--- src/hdl/cbm_pkg.sv ---
package cbm_pkg;

    // Defaults for the top-level parameters.
    localparam int TABLE_ENTRIES_DEF    = 4096;
    localparam int BLOCK_BITS_DEF       = 16;
    localparam int MAX_READ_SECTORS_DEF = 2048;

    // A sector is 512 bytes.
    localparam int SECTOR_SHIFT = 9;

    // Fixed field widths.
    localparam int SECTOR_W = 48;
    localparam int COUNT_W  = 12;
    localparam int INDEX_W  = 12;
    localparam int BASE_W   = 31;
    localparam int BUF_W    = 11;

    typedef enum logic {
        REQ_LOAD = 1'b0,
        REQ_READ = 1'b1
    } t_req_type;

    typedef enum logic [1:0] {
        STAT_SEGMENT = 2'd0,
        STAT_PASS    = 2'd1,
        STAT_EOM     = 2'd2
    } t_status;

    typedef enum logic [2:0] {
        S_CLEAR,
        S_IDLE,
        S_CHK,
        S_CHK2,
        S_SEG_RD,
        S_SEG_FIRST,
        S_EXT,
        S_EMIT
    } t_state;

    // One block map entry.
    typedef struct packed {
        logic              allocated;
        logic [BASE_W-1:0] base;
    } t_entry;

    // One result transaction.
    typedef struct packed {
        t_status             status;
        logic                from_diff;
        logic [SECTOR_W-1:0] device_sector;
        logic [COUNT_W-1:0]  segment_sectors;
        logic [BUF_W-1:0]    buffer_sector;
        logic                last;
    } t_result;

endpackage

--- src/hdl/cbm_out_reg.sv ---
module cbm_out_reg
    import cbm_pkg::*;
(
    input  logic    i_clk,
    input  logic    i_rst_n,
    input  logic    i_push,
    input  t_result i_result,
    output logic    o_ready,
    output logic    o_valid,
    output t_result o_result,
    input  logic    i_out_stall
);

    logic    r_valid;
    t_result r_result;

    // The register can take a new result when empty or when its content leaves now.
    assign o_ready = !r_valid || !i_out_stall;

    always_ff @(posedge i_clk) begin
        if (!i_rst_n) begin
            r_valid <= 1'b0;
        end else if (o_ready) begin
            r_valid <= i_push;
        end
    end

    always_ff @(posedge i_clk) begin
        if (o_ready && i_push) begin
            r_result <= i_result;
        end
    end

    assign o_valid  = r_valid;
    assign o_result = r_result;

endmodule

--- config.mk ---
export PLATFORM = sky130hd
export DESIGN_NAME = cbm_out_reg
export DESIGN_NICKNAME = d
export VERILOG_FILES = /design/src/hdl/cbm_pkg.sv /design/src/hdl/cbm_out_reg.sv
export SDC_FILE = /design/constraint.sdc
export NUM_CORES = 1
export LEC_CHECK = 0
export BUFFER_PORTS_ARGS = -buffer_cell sky130_fd_sc_hd__buf_2
export CORE_MARGIN = 5
export CORE_UTILIZATION = 30
export CTS_BUF_LIST = sky130_fd_sc_hd__clkbuf_16
export DETAILED_ROUTE_END_ITERATION = 8
export PLACE_DENSITY = 0.69
export RECOVER_POWER = 25
export SLEW_MARGIN = 20
export SYNTH_ARGS = -nofsm -noshare
export SYNTH_HDL_FRONTEND = slang
export SYNTH_SLANG_ARGS = --single-unit
export TNS_END_PERCENT = 30
--- constraint.sdc ---
create_clock -name i_clk -period 5.7 [get_ports i_clk]
set_clock_uncertainty 0.05 [all_clocks]
set_input_delay 1.14 -clock i_clk [delete_from_list [all_inputs] [get_ports i_clk]]
set_output_delay 1.14 -clock i_clk [all_outputs]
set_load 0.005 [all_outputs]
==> impl_metrics.py <==
metrics = {
    "run_status": {
        "status": "complete, no violations",
    },
    "floorplanning": {
        "die_y_um": 97.4,
        "coreArea_um2": 7330,
        "rows": 31,
        "fp.dieW_um": 97.4,
        "die_area_um2": 9490,
        "start_util_pct": 31.3,
        "io_pins": 156,
    },
    "critical_path": {
        "worstRegToRegCells": 2,
        "critPathMaxStageDelay_ns": 0.11,
        "crit_slowest_cell": "buf_2",
        "cp_top_family": "buffers and inverters",
        "crit_chain": "buf_2 -> nand2_1 -> buf_2",
        "worstPathBufferInverterCount": 2,
        "cp_num_cells": 3,
        "crit_top_cell": "buf_2",
        "crit_path_start_kind": "input port",
        "cp.arrival_ns": 1.42,
        "reg2reg_slack_ns": 4.08,
        "crit_required_ns": 4.51,
        "cp-end-kind": "primary output",
        "criticalPathCategory": "in -> out",
        "crit_fanout": 2,
    },
    "grt": {
        "grt_usage_pct": 10.9,
        "grt_max_degree": 76,
        "grt_pass1_wl_um": 7890,
        "grt_pass1_vias": 1529,
        "antenna_found_initial": 3,
        "overflow": 0,
    },
    "timing": {
        "setup_viol": 0,
        "worst_pin_slew_ns": 0.919,
        "finalHoldViolations": 0,
        "fin_crit_sh_pct": 45.8,
        "layout_min_cycle_time_ns": 2.61,
        "fmax_mhz": 383,
        "drv_slew": 0,
        "fin_tns_setup_ns": 0,
        "slew_headroom_pct": 38.7,
        "grt_setup_unrepaired": "false",
    },
    "cts": {
        "cts_hold_buf": 0,
        "cts_resized": 0,
        "clk_pin_slew_worst_paths_ns": 0.06,
        "cts_tree": "done",
        "clock-root-buffer": "clkbuf_16",
        "clkSinkCount": 76,
        "ctsHtreeMaxLevel": 3,
        "clk_latency_ns": 0.32,
        "clk_path_buf_depth": 2,
        "cts_made_buffers": 9,
        "cts_setup_buffers": 0,
    },
    "yosys": {
        "ys_seq_elements": 76,
        "synth_top_family_by_area": "simple AND/OR/NAND/NOR gates",
        "synth_compound_area_share_pct": 0.218,
        "synth.largest_area_cell": "edfxtp_1",
        "synth_seq_area_share_pct": 99.1,
        "yosys.area_share.simple_pct": 0.709,
        "syn-num-nets": 159,
        "yosys.area_share.adder_pct": 0,
        "muxShareOfSynthArea_pct": 0,
        "ys.warnings.count": 0,
        "synth-xor-area-share_pct": 0,
        "synth_cell_types": 6,
        "netlist_instances": 80,
        "synth_top_area_share_pct": 98.2,
        "postSynthAreaPerCell_um2": 28.7,
        "syn-cell-area_um2": 2290,
        "synth_area_leaders": "edfxtp_1 98%, dfxtp_1 0.87%, and2_1 0.27%",
    },
    "detailed_routing": {
        "drc": 0,
        "wire_per_inst_um": 14.8,
        "routed.top_layer": "met5",
        "route.met2.wl_um": 2340,
        "wl_met1_um": 1960,
        "firstDrtPassIters": 4,
        "drt-vias-per-instance": 4.04,
        "ant_nets": 0,
        "wl_um": 5180,
        "route.met3.wl_um": 739,
        "dr.first_iter.drc_count": 37,
        "vias": 1418,
    },
    "hold_path": {
        "hold_depth": 2,
        "hp-class": "reg -> reg",
    },
    "final_layout": {
        "final_core_util_pct": 47.8,
        "design_area_um2": 3510,
        "final_nets": 325,
        "drive_gt1_share_pct": 66.9,
        "syn_to_final_growth_pct": 52.9,
    },
    "power_and_ir_drop": {
        "cellPowerDensity_nw_per_um2": 374,
        "p_leak_nw": 1.51,
        "peakVddDrop_uv": 224,
    },
    "place": {
        "placed_cell_area_um2": 3200,
        "place_congestion": 0.676,
        "port_buffers": 155,
    },
    "run": {
        "max-cap-violations": 0,
    },
}
==> sequential cells by signal, indices dropped and copies added (netlist names) <==
name / cells
o_result: 75
o_valid: 1
==> synth_stat cells <==
cell      instances
a21oi_1           1
edfxtp_1         75
nand2_1           1
and2_1            1
dfxtp_1           1
nor2b_1           1
==> cell families after synthesis <==
group,count (synthesis)
AO/OA/AOI/OAI,1
flip-flops,76
AND/OR/NAND/NOR,3
==> where the power goes <==
part           internal, mW  switching (mW)  total, mW
clock                 0.377           0.196      0.573
combinational        0.0388          0.0364     0.0752
sequential            0.654         0.00717      0.661
total                  1.07           0.240       1.31
==> cell type report <==
type / count / area, um2
clock inverter: 7 / 83.8
fill: 661 / 3820
clock buffer: 9 / 225
multi-input combinational: 4 / 23.8
antenna: 1 / 2.50
tap: 99 / 124
timing repair buffer: 155 / 776
sequential: 76 / 2270
==> layer usage <==
layer	GRT usage [%]	up-vias
li1	-	657
met1	12.0	644
met2	16.3	100
met3	6.82	13
met4	5.75	4
met5	0	-
==> path summary, 6_finish.rpt <==
path	start	endpoint
setup / recovery	i_out_stall	o_ready
hold / removal	o_valid	o_valid
setup reg to reg	o_valid	o_result[1]
hold reg to reg	o_valid	o_valid
==> placed cells by master, fill, tap and decap left out, types with 2 or more instances in the layout <==
cell and instances:
bufinv_16 2, buf_2 155, clkinv_1 2, clkbuf_16 9, edfxtp_1 75, inv_1 2
==> tightest hold or removal path: stages, from the launching register on <==
cell	delay, ns
dfxtp_1	0.32
a21oi_1	0.12
nor2b_1	0.05
==> metrics by stage <==
step	power, mW	setup slack, ns	hold WS (ns)	std cells
6_report	1.31	3.09	0.494	351
5_1_grt	1.37	3.06	0.562	350
4_1_cts	1.33	3.08	0.506	350
3_5_place_dp	0.751	3.09	0.498	334
3_3_place_gp	0.748	3.09	0.460	334
2_1_floorplan	0.690	2.22	0.468	80
(Power assumes the default switching activity.)
