[src/hdl/cbm_pkg.sv]
package cbm_pkg;

    // Defaults for the top-level parameters.
    localparam int TABLE_ENTRIES_DEF    = 4096;
    localparam int BLOCK_BITS_DEF       = 16;
    localparam int MAX_READ_SECTORS_DEF = 2048;

    // A sector is 512 bytes.
    localparam int SECTOR_SHIFT = 9;

    // Fixed field widths.
    localparam int SECTOR_W = 48;
    localparam int COUNT_W  = 12;
    localparam int INDEX_W  = 12;
    localparam int BASE_W   = 31;
    localparam int BUF_W    = 11;

    typedef enum logic {
        REQ_LOAD = 1'b0,
        REQ_READ = 1'b1
    } t_req_type;

    typedef enum logic [1:0] {
        STAT_SEGMENT = 2'd0,
        STAT_PASS    = 2'd1,
        STAT_EOM     = 2'd2
    } t_status;

    typedef enum logic [2:0] {
        S_CLEAR,
        S_IDLE,
        S_CHK,
        S_CHK2,
        S_SEG_RD,
        S_SEG_FIRST,
        S_EXT,
        S_EMIT
    } t_state;

    // One block map entry.
    typedef struct packed {
        logic              allocated;
        logic [BASE_W-1:0] base;
    } t_entry;

    // One result transaction.
    typedef struct packed {
        t_status             status;
        logic                from_diff;
        logic [SECTOR_W-1:0] device_sector;
        logic [COUNT_W-1:0]  segment_sectors;
        logic [BUF_W-1:0]    buffer_sector;
        logic                last;
    } t_result;

endpackage

[src/hdl/cbm_splitter_ctrl.sv]
module cbm_splitter_ctrl
    import cbm_pkg::*;
#(
    parameter int TABLE_ENTRIES    = TABLE_ENTRIES_DEF,
    parameter int BLOCK_BITS       = BLOCK_BITS_DEF,
    parameter int MAX_READ_SECTORS = MAX_READ_SECTORS_DEF,
    parameter int IDXW             = $clog2(TABLE_ENTRIES_DEF)
) (
    input  logic                i_clk,
    input  logic                i_rst_n,
    input  logic                i_in_valid,
    output logic                o_in_stall,
    input  logic                i_req_type,
    input  logic [INDEX_W-1:0]  i_entry_index,
    input  logic                i_entry_allocated,
    input  logic [BASE_W-1:0]   i_entry_base,
    input  logic [SECTOR_W-1:0] i_start_sector,
    input  logic [COUNT_W-1:0]  i_sector_count,
    input  logic [SECTOR_W-1:0] i_disk_sectors,
    output logic                o_rd_en,
    output logic [IDXW-1:0]     o_rd_addr,
    input  t_entry              i_rd_data,
    output logic                o_wr_en,
    output logic [IDXW-1:0]     o_wr_addr,
    output t_entry              o_wr_data,
    output logic                o_push,
    output t_result             o_result,
    input  logic                i_push_ready
);

    localparam int SB     = BLOCK_BITS - SECTOR_SHIFT;
    localparam int RUN_W  = ((SB > COUNT_W) ? SB : COUNT_W) + 1;
    localparam int END_W  = SECTOR_W + 1;
    localparam logic [RUN_W-1:0] SPB = RUN_W'(1) << SB;
    localparam logic [END_W-1:0] END_LIMIT = END_W'(TABLE_ENTRIES) << SB;
    localparam logic [IDXW-1:0]  LAST_IDX = IDXW'(TABLE_ENTRIES - 1);

    t_state              r_state, n_state;
    logic [IDXW-1:0]     r_clr_addr;
    logic [SECTOR_W-1:0] r_start;
    logic [COUNT_W-1:0]  r_count;
    t_status             r_kind;
    logic [END_W-1:0]    r_end;
    logic [SECTOR_W-1:0] r_pos;
    logic [COUNT_W-1:0]  r_rem;
    logic [COUNT_W-1:0]  r_sectors_done;
    logic [IDXW-1:0]     r_walk_block;
    t_entry              r_first;
    t_entry              r_cur;
    logic [RUN_W-1:0]    r_run;

    logic [SB-1:0]       w_off;
    logic [RUN_W-1:0]    w_rem_ext;
    logic [RUN_W-1:0]    w_run_init;
    logic [RUN_W-1:0]    w_run_ext;
    logic                w_join;
    logic                w_eom;
    logic                w_last;
    logic [COUNT_W-1:0]  w_seg_len;
    logic [SECTOR_W-1:0] w_diff_dev;
    logic                w_accept;

    // A block joins the run when both are unallocated, or when both are
    // allocated and the next base follows the current one without wrapping.
    function automatic logic joins(t_entry cur, t_entry nxt);
        logic res;
        if (cur.allocated) begin
            res = nxt.allocated && ({1'b0, nxt.base} == ({1'b0, cur.base} + 32'd1));
        end else begin
            res = !nxt.allocated;
        end
        return res;
    endfunction

    assign w_accept   = i_in_valid && (r_state == S_IDLE);
    assign w_off      = r_pos[SB-1:0];
    assign w_rem_ext  = RUN_W'(r_rem);
    assign w_run_init = SPB - RUN_W'(w_off);
    assign w_run_ext  = r_run + SPB;
    assign w_join     = joins(r_cur, i_rd_data);
    assign w_eom      = (32'(r_count) > 32'(MAX_READ_SECTORS))
                     || (r_start >= i_disk_sectors)
                     || (r_end > END_W'(i_disk_sectors))
                     || (r_end > END_LIMIT);
    assign w_last     = (r_run >= w_rem_ext);
    assign w_seg_len  = w_last ? r_rem : r_run[COUNT_W-1:0];
    assign w_diff_dev = SECTOR_W'({r_first.base, w_off});

    // Next state.
    always_comb begin
        n_state = r_state;
        unique case (r_state)
            S_CLEAR: begin
                if (r_clr_addr == LAST_IDX) begin
                    n_state = S_IDLE;
                end
            end
            S_IDLE: begin
                if (w_accept && (i_req_type == REQ_READ)) begin
                    n_state = (i_sector_count == '0) ? S_EMIT : S_CHK;
                end
            end
            S_CHK: begin
                n_state = S_CHK2;
            end
            S_CHK2: begin
                n_state = w_eom ? S_EMIT : S_SEG_RD;
            end
            S_SEG_RD: begin
                n_state = S_SEG_FIRST;
            end
            S_SEG_FIRST: begin
                n_state = (w_run_init < w_rem_ext) ? S_EXT : S_EMIT;
            end
            S_EXT: begin
                n_state = (w_join && (w_run_ext < w_rem_ext)) ? S_EXT : S_EMIT;
            end
            S_EMIT: begin
                if (i_push_ready) begin
                    n_state = ((r_kind != STAT_SEGMENT) || w_last) ? S_IDLE : S_SEG_RD;
                end
            end
            default: begin
                n_state = S_IDLE;
            end
        endcase
    end

    // Outputs.
    always_comb begin
        o_in_stall = (r_state != S_IDLE);
        o_rd_en    = 1'b0;
        o_rd_addr  = r_walk_block;
        o_wr_en    = 1'b0;
        o_wr_addr  = r_clr_addr;
        o_wr_data  = '0;
        o_push     = 1'b0;
        o_result   = '0;
        unique case (r_state)
            S_CLEAR: begin
                o_wr_en = 1'b1;
            end
            S_IDLE: begin
                o_wr_en   = w_accept && (i_req_type == REQ_LOAD)
                         && (32'(i_entry_index) < 32'(TABLE_ENTRIES));
                o_wr_addr = IDXW'(i_entry_index);
                o_wr_data = '{allocated: i_entry_allocated, base: i_entry_base};
            end
            S_SEG_RD: begin
                o_rd_en   = 1'b1;
                o_rd_addr = r_pos[SB +: IDXW];
            end
            S_SEG_FIRST: begin
                o_rd_en   = (w_run_init < w_rem_ext);
                o_rd_addr = r_walk_block + IDXW'(1);
            end
            S_EXT: begin
                o_rd_en   = w_join && (w_run_ext < w_rem_ext);
                o_rd_addr = r_walk_block + IDXW'(2);
            end
            S_EMIT: begin
                o_push = 1'b1;
                unique case (r_kind)
                    STAT_PASS: begin
                        o_result.status        = STAT_PASS;
                        o_result.device_sector = r_start;
                        o_result.last          = 1'b1;
                    end
                    STAT_EOM: begin
                        o_result.status = STAT_EOM;
                        o_result.last   = 1'b1;
                    end
                    default: begin
                        o_result.status          = STAT_SEGMENT;
                        o_result.from_diff       = r_first.allocated;
                        o_result.device_sector   = r_first.allocated ? w_diff_dev : r_pos;
                        o_result.segment_sectors = w_seg_len;
                        o_result.buffer_sector   = r_sectors_done[BUF_W-1:0];
                        o_result.last            = w_last;
                    end
                endcase
            end
            default: begin
            end
        endcase
    end

    always_ff @(posedge i_clk) begin
        if (!i_rst_n) begin
            r_state    <= S_CLEAR;
            r_clr_addr <= '0;
        end else begin
            r_state <= n_state;
            if (r_state == S_CLEAR) begin
                r_clr_addr <= r_clr_addr + IDXW'(1);
            end
        end
    end

    always_ff @(posedge i_clk) begin
        unique case (r_state)
            S_IDLE: begin
                if (w_accept && (i_req_type == REQ_READ)) begin
                    r_start <= i_start_sector;
                    r_count <= i_sector_count;
                    r_kind  <= (i_sector_count == '0) ? STAT_PASS : STAT_SEGMENT;
                end
            end
            S_CHK: begin
                r_end <= END_W'(r_start) + END_W'(r_count);
            end
            S_CHK2: begin
                r_kind         <= w_eom ? STAT_EOM : STAT_SEGMENT;
                r_pos          <= r_start;
                r_rem          <= r_count;
                r_sectors_done <= '0;
            end
            S_SEG_RD: begin
                r_walk_block <= r_pos[SB +: IDXW];
            end
            S_SEG_FIRST: begin
                r_first <= i_rd_data;
                r_cur   <= i_rd_data;
                r_run   <= w_run_init;
            end
            S_EXT: begin
                if (w_join) begin
                    r_run        <= w_run_ext;
                    r_walk_block <= r_walk_block + IDXW'(1);
                    r_cur        <= i_rd_data;
                end
            end
            S_EMIT: begin
                if (i_push_ready && (r_kind == STAT_SEGMENT)) begin
                    r_pos          <= r_pos + SECTOR_W'(w_seg_len);
                    r_rem          <= r_rem - w_seg_len;
                    r_sectors_done <= r_sectors_done + w_seg_len;
                end
            end
            default: begin
            end
        endcase
    end

`ifndef SYNTHESIS
    a_walk_has_work: assert property (@(posedge i_clk) disable iff (!i_rst_n)
        ((r_state == S_SEG_RD) || (r_state == S_SEG_FIRST) || (r_state == S_EXT))
        |-> (r_rem != '0))
        else $error("walk running with no sectors left");

    a_walk_accounts: assert property (@(posedge i_clk) disable iff (!i_rst_n)
        ((r_state == S_SEG_RD) || (r_state == S_SEG_FIRST) || (r_state == S_EXT))
        |-> (({1'b0, r_sectors_done} + {1'b0, r_rem}) == {1'b0, r_count}))
        else $error("covered and remaining sectors do not add up to the request");

    a_ext_needed: assert property (@(posedge i_clk) disable iff (!i_rst_n)
        (r_state == S_EXT) |-> (r_run < w_rem_ext))
        else $error("extending a run that already covers the request");

    a_rd_in_table: assert property (@(posedge i_clk) disable iff (!i_rst_n)
        o_rd_en |-> (32'(o_rd_addr) < 32'(TABLE_ENTRIES)))
        else $error("map read beyond the table");

    a_read_follows: assert property (@(posedge i_clk) disable iff (!i_rst_n)
        (r_state == S_SEG_FIRST) |-> $past(o_rd_en))
        else $error("entry used without a read issued");
`endif

endmodule

[config.mk]
export PLATFORM = sky130hd
export DESIGN_NAME = cbm_splitter_ctrl
export DESIGN_NICKNAME = d
export VERILOG_FILES = /design/src/hdl/cbm_pkg.sv /design/src/hdl/cbm_splitter_ctrl.sv
export SDC_FILE = /design/constraint.sdc
export NUM_CORES = 1
export LEC_CHECK = 0
export BUFFER_PORTS_ARGS = -buffer_cell sky130_fd_sc_hd__clkbuf_2
export CAP_MARGIN = 20
export CORE_ASPECT_RATIO = 0.6
export CORE_MARGIN = 2
export CORE_UTILIZATION = 45
export DETAILED_ROUTE_END_ITERATION = 6
export GPL_ROUTABILITY_DRIVEN = 0
export GPL_TIMING_DRIVEN = 0
export PLACE_DENSITY = 0.77
export REMOVE_ABC_BUFFERS = 1
export SLEW_MARGIN = 20
export SYNTH_ARGS = -nofsm -noshare
export SYNTH_HDL_FRONTEND = slang
export SYNTH_SLANG_ARGS = --single-unit
[constraint.sdc]
create_clock -name i_clk -period 8.6 [get_ports i_clk]
set_input_delay 0.43 -clock i_clk [delete_from_list [all_inputs] [get_ports i_clk]]
set_output_delay 0.43 -clock i_clk [all_outputs]
set_load 0.01 [all_outputs]
==> metrics.txt <==
CTS root buf clkbuf_16; CP Data Arrival Time 6700 ps; die height 166 um; switch share 22.4%; CTS H-tree depth 1; mux cell area share after synthesis 3.28%; P&R area growth vs syn 18.1%; count of cell types in the netlist 76; Setup violations, final 0; Net count, final 2688; Starting Density 45.7%; Post-Synth Adder-Cell Area 11.5%; CP required 8930 ps; Most Used Layer, Global Route met1; die footprint 0.0457 mm2; vias per std cell 5.93; Startpoint Class flip-flop; ANT nets after route 0; Mean Syn Cell Area 9.86 um2; Clock Tree Buf Depth 3; clock network fraction of total power 44.3%; number of diodes 0; Global Route met1 Usage 39.5%; DRT Pass-1 Iters 6; Die X 275 um; sequential share of power 50.8%; CP max FO 17; Worst VDD drop 0.159 mV; Setup crit end kind flip-flop; Synth Flop Type edfxtp_1; post-layout util 53.9%; Comb power frac 4.9%; Compound-Gate Fraction of Synth Area 12.1%; Num CTS Buffers 30; Skew-Pair Late Insertion Delay 600 ps; Boundary Pins 324; via count 17300; Ys Warns 0; internal power 2.31 mW; Fin. Hold Viols 0; Async SR Flop Fraction 0%; CTS sink cnt 286; fmax 0.157 GHz; Tcrit/Tclk final 74.0%; leakage power 9.67 nW; DP Area 0.0222 mm2; synthesized instance count 2006; status complete, no violations; post-synthesis simple-gate area fraction 19.1%; CTS clk-pin slew, worst paths 70 ps; worst-margin pin slew 1160 ps; flops & latches, synth 286; slew margin rel. 22.7%; initial antenna violation count 1; Placeable Area 0.0433 mm2; post-DR wirelength/cell 21.3 um; net switching power 0.667 mW; main combinational cell family by area after synthesis simple AND/OR/NAND/NOR gates; final count of pins violating max slew 0; global route overflow 0; vias in the first global route 16600; post-synthesis xor/xnor area fraction 7.79%; largest net degree at the start of global routing 74; sequential fraction of the synthesis area 42.7%; # Post-CTS Setup Buffers 0; critical path type flip-flop to flip-flop; hold bufs inserted after CTS 15; Worst Hold Class input pin to flip-flop; Power Density 127 mW/mm2; DRT iter0 DRCs 1869; CTS resizes 0; final wirelength 62.2 mm; Period minus WS final 6370 ps; routing usage on met3 4.08%; CTS tree done; final clock skew 24.8 ps; first-pass GRT wire length 94.5 mm; synthesized area 0.0198 mm2; Final Cell Area 0.0234 mm2; RSZ-0062 raised after global routing false; HPWL Detailed 47.9 mm; met2 Track Usage GR 39.0%; # Max-Cap Violations 0; Core Rows 59; # DRC 0; share of cells above drive strength 1 19.0%; fillers 3709; port bufs 323; Post-synth EDFFs 271; Total GRT Usage 26.5%
## cells by family after synthesis
logic type	count (synthesis)
muxes	63
xor gates and xnor gates	176
DFF	286
buffers and inverters	183
and+or+nand+nor	727
adders and majority gates	179
AOI/OAI and AO/OA	392
## worst paths after layout
check                                        start        endpoint  slack, ps  cells after the start
worst min register to register      r_clr_addr[10]  r_clr_addr[10]        500                      2
worst max-delay path                      r_run[7]       r_pos[26]       2230                     21
worst min-delay path            i_start_sector[26]     r_start[26]         20                      1
worst max register to register            r_run[7]       r_pos[26]       2230                     21
## state kept, by name, indices dropped and copies added (netlist names), 3 cells and up
register        count
r_state             3
r_start            48
r_pos              48
r_first            32
r_run              13
r_clr_addr         12
r_cur              32
r_walk_block       12
r_sectors_done     11
r_end              49
r_rem              12
r_count            12
## metrics by stage
step	power, mW	hold WS, ps	TNS, ps	setup slack, ps	std cells
4_1_cts	2.99	6.63	0	2370	2921
2_1_floorplan	1.60	464	0	2790	1934
3_3_place_gp	1.67	481	-28340	-998	2836
6_report	2.98	17.0	0	2230	2921
3_5_place_dp	1.68	492	0	2420	2852
5_1_grt	3.05	4.05	0	1910	2921
## worst max-delay path: stages (launching register included)
cell and delay [ps]:
edfxtp_1 460, inv_1 90, ha_1 350, nand4b_1 300, nor3_1 230, nor2_1 100
nand2_1 70, a21oi_1 70, nor3_4 800, o21ai_0 450, ha_1 340, inv_1 70
fa_1 210, nor2b_1 60, o21ai_0 200, nand2b_1 160, a311oi_1 550, o31ai_2 200
a211oi_4 870, nor4b_1 190, xnor2_1 190, o21ai_0 110
## layout by cell type, fill, tap and decap left out, types with 7 or more instances in the layout
master         netlist  layout
a21o_1              27      27
clkbuf_16            0      30
nand2_1            219     218
clkinv_2             0       7
nor3_1              49      48
and2_1              75      75
nand3_1             57      56
o21bai_1            12      12
nand2b_1            15      14
xor2_1              69      69
buf_16               0       8
ha_1               175     175
dfxtp_1             15      14
clkbuf_2             0     323
inv_1              110     108
and3_1              29      28
and4_1               7       7
a22oi_1             11      11
o21ai_0            141     140
nand4_1             40      40
dlygate4sd3_1        0      15
nor4_1              39      39
or2_2                7       7
or3_1                9       9
edfxtp_1           271     271
clkinv_1             1       7
nor2b_1             14      14
mux2_2              15      15
a21oi_1             89      87
a31oi_1             11      11
mux2i_1             48      48
o21a_1              14      14
nor2_1             121     120
a211oi_1             9       9
o21ai_1             14      13
xnor2_1            107     107
## power groups by stage
| stage | combinational [mW] | sequential (mW) | clock (mW) |
|---|---|---|---|
| 2_1_floorplan | 0.0600 | 1.54 | 0 |
| 3_3_place_gp | 0.132 | 1.54 | 0 |
| 3_5_place_dp | 0.137 | 1.54 | 0 |
| 4_1_cts | 0.145 | 1.51 | 1.33 |
| 5_1_grt | 0.161 | 1.51 | 1.38 |
| 6_report | 0.146 | 1.51 | 1.32 |
## synthesized netlist by cell type, types with 15 or more instances
library cell / count / area share (%)
a21o_1: 27 / 1.0
a21oi_1: 89 / 2.3
and2_1: 75 / 2.4
and3_1: 29 / 0.92
clkbuf_1: 61 / 1.2
dfxtp_1: 15 / 1.5
edfxtp_1: 271 / 41
ha_1: 175 / 11
inv_1: 110 / 2.1
mux2_2: 15 / 0.85
mux2i_1: 48 / 2.4
nand2_1: 219 / 4.2
nand2b_1: 15 / 0.47
nand3_1: 57 / 1.4
nand4_1: 40 / 1.3
nor2_1: 121 / 2.3
nor3_1: 49 / 1.2
nor4_1: 39 / 1.2
o21ai_0: 141 / 3.6
xnor2_1: 107 / 4.7
xor2_1: 69 / 3.1
## layer usage
| layer | vias up | share of wire [%] |
|---|---|---|
| met3 | 135 | 9.7 |
| met2 | 1000 | 43 |
| met5 | - | 0 |
| met4 | 0 | 3.8 |
| met1 | 8221 | 44 |
| li1 | 7964 | - |
## area by class of cell
cell class | instances | area [um2] | share of cell area (%)
clock buffer | 32 | 758 | 3.25
multi-input combinational | 1537 | 10700 | 45.9
inverter | 111 | 419 | 1.79
timing repair buffer | 354 | 2090 | 8.95
clock inverter | 22 | 213 | 0.911
sequential | 286 | 8440 | 36.1
tap | 579 | 724 | 3.10
No activity file was read; power rests on OpenSTA's default activity.
